`src/rtl/btg_pkg.sv`:
```
package btg_pkg;

  localparam int TPM_W    = 10;
  localparam int PER_W    = 20;
  localparam int HALF_W   = 19;
  localparam int HIGH_W   = 19;
  localparam int CNT_W    = 26;
  localparam int VOL_W    = 7;
  localparam int DIV_NW   = 26;
  localparam int DIV_DW   = 20;
  localparam int MS_SCALE = 1000;
  localparam int VOL_MAX  = 100;

  // ceil(2^32 / 100): exact division by 100 for products below 2^30
  localparam int               VOL_RECIP_SH = 32;
  localparam logic [CNT_W-1:0] VOL_RECIP    = CNT_W'(42949673);

  localparam logic [TPM_W-1:0] TPM_RESET = TPM_W'(1000);

  typedef struct packed {
    logic        req_type;
    logic [15:0] frequency;
    logic [15:0] dur_ms;
    logic [7:0]  volume;
  } req_t;

  typedef struct packed {
    logic buzzer_level;
    logic busy_res;
    logic tone_done;
  } rsp_t;

  typedef enum logic [3:0] {
    ST_IDLE,
    ST_P_GO,
    ST_P_WAIT,
    ST_CHECK,
    ST_H_GO,
    ST_C_GO,
    ST_C_WAIT,
    ST_RESULT
  } ctrl_state_t;

  typedef enum logic [1:0] {
    DIV_PERIOD,
    DIV_CYCLES
  } div_sel_t;

  typedef struct packed {
    logic     cfg_wr;
    logic     capture;
    logic     tick;
    logic     div_start;
    div_sel_t div_sel;
    logic     load_period;
    logic     load_hv;
    logic     load_silence;
    logic     load_high;
    logic     load_tone;
    logic     load_out;
    logic     out_start;
  } dp_cmd_t;

  typedef struct packed {
    logic freq_zero;
    logic silent;
    logic div_done;
  } dp_status_t;

endpackage

```
`src/rtl/btg_ctrl.sv`:
```
module btg_ctrl (
  input  logic                clk,
  input  logic                rst,
  input  logic                req_valid,
  input  logic                req_start,
  input  logic                rsp_stall,
  input  logic                cfg_valid,
  input  btg_pkg::dp_status_t status,
  output logic                req_stall,
  output logic                rsp_valid,
  output logic                cfg_ready,
  output btg_pkg::dp_cmd_t    cmd
);

  btg_pkg::ctrl_state_t state;
  btg_pkg::ctrl_state_t state_next;

  logic out_free;
  logic accept;

  assign out_free  = !rsp_valid || !rsp_stall;
  assign accept    = req_valid && (state == btg_pkg::ST_IDLE) && out_free;
  assign req_stall = !((state == btg_pkg::ST_IDLE) && out_free);
  assign cfg_ready = state == btg_pkg::ST_IDLE;

  always_comb begin
    state_next = state;
    unique case (state)
      btg_pkg::ST_IDLE: begin
        if (accept && req_start) begin
          state_next = btg_pkg::ST_P_GO;
        end
      end
      btg_pkg::ST_P_GO: begin
        state_next = status.freq_zero ? btg_pkg::ST_CHECK : btg_pkg::ST_P_WAIT;
      end
      btg_pkg::ST_P_WAIT: begin
        if (status.div_done) begin
          state_next = btg_pkg::ST_CHECK;
        end
      end
      btg_pkg::ST_CHECK: begin
        state_next = status.silent ? btg_pkg::ST_RESULT : btg_pkg::ST_H_GO;
      end
      btg_pkg::ST_H_GO: begin
        state_next = btg_pkg::ST_C_GO;
      end
      btg_pkg::ST_C_GO: begin
        state_next = btg_pkg::ST_C_WAIT;
      end
      btg_pkg::ST_C_WAIT: begin
        if (status.div_done) begin
          state_next = btg_pkg::ST_RESULT;
        end
      end
      btg_pkg::ST_RESULT: begin
        if (out_free) begin
          state_next = btg_pkg::ST_IDLE;
        end
      end
      default: begin
        state_next = btg_pkg::ST_IDLE;
      end
    endcase
  end

  always_comb begin
    cmd         = '0;
    cmd.div_sel = btg_pkg::DIV_PERIOD;
    cmd.cfg_wr  = cfg_valid && cfg_ready;
    unique case (state)
      btg_pkg::ST_IDLE: begin
        cmd.capture  = accept && req_start;
        cmd.tick     = accept && !req_start;
        cmd.load_out = accept && !req_start;
      end
      btg_pkg::ST_P_GO: begin
        cmd.div_start = !status.freq_zero;
      end
      btg_pkg::ST_P_WAIT: begin
        cmd.load_period = status.div_done;
      end
      btg_pkg::ST_CHECK: begin
        cmd.load_silence = status.silent;
        cmd.load_hv      = !status.silent;
      end
      btg_pkg::ST_H_GO: begin
        cmd.load_high = 1'b1;
      end
      btg_pkg::ST_C_GO: begin
        cmd.div_sel   = btg_pkg::DIV_CYCLES;
        cmd.div_start = 1'b1;
      end
      btg_pkg::ST_C_WAIT: begin
        cmd.div_sel   = btg_pkg::DIV_CYCLES;
        cmd.load_tone = status.div_done;
      end
      btg_pkg::ST_RESULT: begin
        cmd.load_out  = out_free;
        cmd.out_start = 1'b1;
      end
      default: begin
        cmd.div_sel = btg_pkg::DIV_PERIOD;
      end
    endcase
  end

  always_ff @(posedge clk) begin
    if (rst) begin
      state     <= btg_pkg::ST_IDLE;
      rsp_valid <= 1'b0;
    end else begin
      state <= state_next;
      if (cmd.load_out) begin
        rsp_valid <= 1'b1;
      end else if (!rsp_stall) begin
        rsp_valid <= 1'b0;
      end
    end
  end

endmodule

```
`config.mk`:
```
export PLATFORM = sky130hd
export DESIGN_NAME = btg_ctrl
export DESIGN_NICKNAME = d
export VERILOG_FILES = /design/src/rtl/btg_pkg.sv /design/src/rtl/btg_ctrl.sv
export SDC_FILE = /design/constraint.sdc
export NUM_CORES = 1
export LEC_CHECK = 0
export ABC_AREA = 1
export ABC_CLOCK_PERIOD_IN_PS = 2600
export BUFFER_PORTS_ARGS = -buffer_cell sky130_fd_sc_hd__buf_2
export CORE_AREA = 5 5 42 44
export DETAILED_ROUTE_END_ITERATION = 12
export DIE_AREA = 0 0 47 49
export GPL_ROUTABILITY_DRIVEN = 1
export GPL_TIMING_DRIVEN = 0
export PLACE_DENSITY_LB_ADDON = 0.2
export SYNTH_ARGS = -nofsm -noshare
export SYNTH_HDL_FRONTEND = slang
export SYNTH_SLANG_ARGS = --single-unit
export TNS_END_PERCENT = 20
```
`constraint.sdc`:
```
create_clock -name clk -period 2.6 [get_ports clk]
set_input_delay 0.13 -clock clk [delete_from_list [all_inputs] [get_ports clk]]
set_output_delay 0.13 -clock clk [all_outputs]
set_load 0.02 [all_outputs]
```
== After elaboration in Yosys (flattened, before gate mapping) ==
Cells that the tools add are included.

* Flip-flop bits (word level): 5
* Input port bits: 9
* Output and inout bits: 16
* Logic and storage cells: 48

* Equality and inequality tests: 12
* Multiplexer cells: 18
* Reduce and logical (&&, ||, !) cells: 16

{| class="wikitable"
|+ Operators by type and width
! kind !! count
|-
| 4-bit case mux with 8 select lines || 1
|-
| 4-bit by 3-bit == test with 1-bit output (second input constant) || 4
|-
| 4-bit two-way mux || 4
|-
| 4-bit by 2-bit == test with 1-bit output (second input constant) || 2
|-
| 1-bit two-way mux || 8
|-
| 1-bit logical AND || 6
|-
| 1-bit zero test || 6
|-
| 2-bit two-way mux || 3
|-
| 2-bit inequality test (second input constant) || 3
|-
| 4-bit by 1-bit == test with 1-bit output (second input constant) || 1
|-
| 4-bit zero test || 1
|-
| 2-bit by 1-bit inequality test with 1-bit output (second input constant) || 2
|-
| 1-bit case mux with 2 select lines || 2
|-
| 4-bit AND reduction || 1
|-
| 2-bit OR reduction || 1
|-
| 1-bit logical OR || 1
|}

== Longest topological paths before layout ==
Gate-level depths: netlist (run 1).

* Depth after elaboration: 6
* Gate-level depth with buffers: 9
* Gate-level depth less buffers: 9

== Worst setup path after synthesis (run 1) ==
Ideal clock, no wire load.

* Kind: register -> output
* Start: reg state[2]
* End: out cmd[1] (netlist bit)
* Arrival: 1328 ps
* Data required time: 2470 ps
* Setup slack: 1142 ps
* Cell stages (with the launch flop): 6
* Cell sequence: dfxtp_1 > nor3_4 > nand3_2 > nor2_2 > nor2_1 > inv_1

{| class="wikitable"
|+ RTL lines
! what !! RTL line !! RTL
|-
| start: declaration || btg_ctrl.sv:15 || <nowiki>btg_pkg::ctrl_state_t state;</nowiki>
|-
| start signal: assignment || btg_ctrl.sv:110 || <nowiki>state <= btg_pkg::ST_IDLE;</nowiki>
|-
| start signal: assignment || btg_ctrl.sv:113 || <nowiki>state <= state_next;</nowiki>
|-
| end: declaration || btg_ctrl.sv:12 || <nowiki>output btg_pkg::dp_cmd_t cmd</nowiki>
|}

==> results.toml, run 1 <==
[floorplan]
die_w_um = 47
core.rowCount = 14
coreArea_um2 = 1400
num_io_pins = 25
die_h_um = 49
initial_core_util = 0.246
die-area_um2 = 2300

[sta]
hold_viol = 0
setup_viol = 0
rsz0062_at_grt = "no"
holdWs_ps = 80.4
post-route-period-util = 0.594
drv_slew = 0
finalSetupTns_ps = 0
fin_worst_skew_ps = 5.00
timing.fmax_ghz = 0.647
period_needed_ps = 1540
setup_ws_ps = 1060

[clocking]
cts_resized = 0
clk_path_buf_depth = 2
postCtsHoldBufs = 0
clockRootBuffer = "clkbuf_4"
numCtsBuffers = 3
cts_setup_buffers = 0
cts_tree = "done"
htree_levels = 1
clk_pin_slew_worst_paths_ps = 40
insertion_delay_ps = 230
cts.sinks = 4

[power]
internal_power_w = 0.000194
leakage_nw = 0.345
ir_drop_v = 0.000316
pwr-share-seq = 0.269
swShare = 0.461
clockPowerShare = 0.212
p_sw_w = 0.000165
pwr-share-comb = 0.519
p_total_w = 0.000359
cellPowerDensity_nw_per_um2 = 714

[route]
met2_length_um = 318
wl_per_cell_um = 8.67
ant_nets = 0
top_layer_used = "met3"
wl_um = 876
drc = 0
routed_via_density = 4.08
drt_iter0_markers = 7
met3_wirelength_um = 127
firstDrtPassIters = 2
wl_met1_um = 429
vias = 412

[placement]
dp_cells = 98
io_buffers = 23
hpwlAfterDp_um = 726
dp_slack_ps = 1270
place.gp.congestion = 0.802

[critical_path]
required_ps = 2470
cp_max_fo = 7
startpoint_type = "flop"
path_cells = "nand2_2 > inv_1 > nand2_1 > nor2_1 > nor2_1 > inv_1 > buf_2"
cp_num_buf_inv = 3
critical-path-top-delay-family = "flip-flops"
slowest_stage = "dfxtp_1"
cp-end-kind = "output pin"
crit_type = "flop to output pin"
max_stage_delay_ps = 480
cp.arrival_ps = 1410

[logic_synthesis]
syn_area_um2 = 345
synth_top_area_frac = 0.232
ys_ff_latch = 4
synth_top_cell_by_area = "dfxtp_1"
synth_edf_count = 0
synthDistinctLibCells = 20
synth_common_cells = "12 x nand2_1, 11 x inv_1, 6 x nor2_1"
yosysSeqAreaShare = 0.232
synth_area_leaders = "dfxtp_1 23%, nand2_1 13%, inv_1 12%, nor3_1 7.2%, nor2_1 6.5%"
async_reset_ff_frac = 0
synth.most_common_cell = "nand2_1"
ys_warn_count = 0
syn-mean-instance-area_um2 = 5.85
syn_inst = 59
synth_nets = 68
synthFlopType = "dfxtp_1"

[layout]
syn_to_final_growth_pct = 45.7
regArea_um2 = 80.1
finalNetCount = 96
fin_cells = 101
antennaDiodeCount = 0
drive_above_1_share = 0.412
n_fill_cell = 169
multiInputGateArea_um2 = 205

[grt]
grt_pass1_wl_um = 1370
grt_overflow_total = 0
grtUsageTotal = 0.0788
antenna_found_initial = 0
grt_pass1_vias = 338
grt_max_degree = 8

[hold_path]
hold_class = "input port to flop"

[outcome]
status = "finished clean"

[flow_run]
max_cap_violations = 0
-- logic make-up (layout without fill, tap and decap cells) --
logic type	after synthesis	in the layout	synth area share
DFF	4	4	0.232
other	1	1	0.0109
and+or+nand+nor	32	32	0.464
AOI/OAI and AO/OA	7	7	0.120
buffers and inverters	15	41	0.174
-- area by class of cell --
type                            count  share of cell area
Tap cell                           16              0.0398
Inverter                           14               0.104
Multi-Input combinational cell     40               0.408
Timing Repair Buffer               23               0.229
Buffer                              1              0.0149
Clock buffer                        3              0.0448
Sequential cell                     4               0.159
-- layer usage --
metal | vias to the layer above | global-route usage
met5 | - | 0
met4 | 0 | 0.0138
met3 | 0 | 0.0480
met2 | 21 | 0.0950
met1 | 159 | 0.118
li1 | 232 | -
-- path summary, 6_finish.rpt --
kind	startpoint	endpoint	slack [ps]	depth (start not counted)
worst max-delay path	state[0]$_SDFFE_PP0P_	cmd[1]	1060	7
worst min-delay path	rst	state[1]$_SDFFE_PP0P_	80	2
worst max register to register	state[0]$_SDFFE_PP0P_	state[1]$_SDFFE_PP0P_	1350	7
worst min register to register	rsp_valid$_SDFFE_PP0P_	rsp_valid$_SDFFE_PP0P_	620	4
-- sequential cells by signal, summed over array words and instances, names as in the netlist --
signal / flops
state: 3
rsp_valid: 1
-- power by group through the flow --
stage	combinational (W)	sequential [W]	clock (W)
floorplan	0.000134	0.0000954	0
global placement	0.000189	0.0000985	0
detailed placement	0.000189	0.0000983	0
CTS	0.000190	0.0000971	0.0000796
global route	0.000210	0.000100	0.0000859
finish	0.000186	0.0000965	0.0000761
-- layout by cell type (no fill, tap or decap) --
| master | n |
|---|---|
| buf_2 | 23 |
| nand3_1 | 2 |
| or2_1 | 1 |
| o21ai_1 | 1 |
| nor2_1 | 6 |
| conb_1 | 1 |
| o31ai_1 | 1 |
| nor2_2 | 2 |
| nor3_4 | 1 |
| clkinv_1 | 1 |
| a21oi_1 | 4 |
| nor3_1 | 5 |
| inv_1 | 11 |
| dfxtp_1 | 4 |
| nand2_2 | 1 |
| a21oi_2 | 1 |
| clkbuf_4 | 3 |
| nand2_1 | 12 |
| buf_4 | 1 |
| inv_2 | 2 |
| nand3_2 | 1 |
| and2_1 | 1 |
-- through the flow --
stage               area (um^2)  utilization
finish                      503        0.359
global route                503        0.359
CTS                         503        0.359
detailed placement          480        0.343
global placement            480        0.343
floorplan                   345            -
Note: power is estimated with default switching activity, not from simulation.
==> inputs of run 2 (changes only) <==
- ABC_CLOCK_PERIOD_IN_PS: 2600 -> 1600
- clock period: 2.6 -> 1.6 ns (I/O delays scaled with it)
==> results.toml, run 2 (synthesis results as in run 1) <==
[critical_path]
cp.arrival_ps = 1380
worst-r2r-setup-slack_ps = 400
critical-path-top-delay-family = "simple AND/OR/NAND/NOR gates"
cp-end-kind = "output pin"
startpoint = "state[2]$_SDFFE_PP0P_"
timing.rr.start = "rsp_valid$_SDFFE_PP0P_"
max_stage_delay_ps = 390
cp.depth = 6
cp_max_fo = 7
path_cells = "nor3_4 > nand3_2 > nor2_2 > nor2_1 > inv_1 > buf_2"
required_ps = 1520
cp_num_buf_inv = 2
reg2reg_depth = 6
startpoint_type = "flop"
crit_type = "flop to output pin"
r2r-end = "state[0]$_SDFFE_PP0P_"
slowest_stage = "dfxtp_1"

[sta]
setup_ws_ps = 137
drv_slew = 0
post-route-period-util = 0.914
setup_viol = 0
fin_worst_skew_ps = 4.99
period_needed_ps = 1460
timing.fmax_ghz = 0.684
rsz0062_at_grt = "no"
hold_viol = 0
finalSetupTns_ps = 0

[route]
wl_per_cell_um = 8.65
drt_iter0_markers = 7
wl_um = 874
drc = 0
firstDrtPassIters = 2
ant_nets = 0
vias = 413
routed_via_density = 4.09

[layout]
layout_commonest_cell = "buf_2"
drive_above_1_share = 0.435
finalNetCount = 96
mostFrequentLayoutCells = "23 x buf_2, 12 x nand2_1, 11 x inv_1"
largest_reg_flops = 3
antennaDiodeCount = 0
largest_registers = "state (3), rsp_valid (1)"
syn_to_final_growth_pct = 46.4
regMostFlops = "state"

[clocking]
postCtsHoldBufs = 0
clockRootBuffer = "clkbuf_4"
clk_pin_slew_worst_paths_ps = 40
numCtsBuffers = 3
htree_levels = 1
clk_path_buf_depth = 2
insertion_delay_ps = 230
cts.sinks = 4
cts_tree = "done"

[power]
pwr-share-comb = 0.516
p_sw_w = 0.000269
internal_power_w = 0.000318
clockPowerShare = 0.211
pwr-share-seq = 0.273
cellPowerDensity_nw_per_um2 = 1160
swShare = 0.458
leakage_nw = 0.345
ir_drop_v = 0.000518

[grt]
antenna_found_initial = 0
grtUsageTotal = 0.0788
grt_overflow_total = 0
grt_pass1_vias = 338
grtUsageMet2 = 0.0950
grt_pass1_wl_um = 1370
grt-busiest-layer = "met1"
grtUsageMet1 = 0.118
met3_usage = 0.0480
grt_max_degree = 8

[hold_path]
hp-start = "rst"
hold_depth = 2
hold_path_end = "state[1]$_SDFFE_PP0P_"
hold_class = "input port to flop"

[placement]
io_buffers = 23
hpwlAfterDp_um = 726
place.gp.congestion = 0.802
dp_slack_ps = 310

[floorplan]
core.rowCount = 14
die_h_um = 49
die_w_um = 47
die-area_um2 = 2300
initial_core_util = 0.246
num_io_pins = 25
coreArea_um2 = 1400

[outcome]
status = "finished clean"

[flow_run]
max_cap_violations = 0
-- run 2: worst max-delay path by stage --
| stage | slack [ps] | to |
|---|---|---|
| 2_1_floorplan | 190 | cmd[1] |
| 3_3_place_gp | 310 | cmd[1] |
| 3_5_place_dp | 310 | state[1]$_SDFFE_PP0P_ |
| 4_1_cts | 70 | cmd[1] |
| 5_1_grt | 30 | cmd[1] |
| 6_report | 140 | cmd[1] |
-- run 2: layout make-up --
class	count	area [um^2]
repair buffers	23	115
multi-input cells	40	205
flip-flops and latches	4	82.6
plain buffers	1	7.51
inverters	14	52.6
fillers	167	896
clock buffers	3	22.5
well taps	16	20.0
-- run 2: timing repair --
action,in CTS,in global routing
setup buffers,0,0
resized for setup,0,2
endpoints found under the setup margin,0,1
-- run 2: through the flow --
stage,util,hold WS (ps),instance area (um^2),power (W),instances
CTS,0.359,28.7,503,0.000596,101
global placement,0.343,275,480,0.000468,98
detailed placement,0.343,278,480,0.000467,98
floorplan,-,152,345,0.000373,59
global route,0.361,21.6,505,0.000647,101
finish,0.361,24.6,505,0.000587,101
-- run 2: routing by layer --
layer  wire length (um)  vias up
met4                  0        0
met1                426      160
met5                  0        -
li1                   -      232
met2                320       21
met3                127        0
-- run 2: power groups by stage --
stage,clock (W),sequential [W],combinational [W]
after global placement,0,0.000160,0.000307
after detailed placement,0,0.000160,0.000307
after CTS,0.000129,0.000158,0.000309
after floorplan,0,0.000155,0.000218
after global routing,0.000140,0.000166,0.000341
final,0.000124,0.000160,0.000303
-- run 2: worst reg2reg max path, cell delays in order (launching register included) --
cell and delay (ps):
dfxtp_1 300, nand2_1 130, inv_1 90, o31ai_1 330, nand3_1 120, nand2_1 80, nor2_1 40
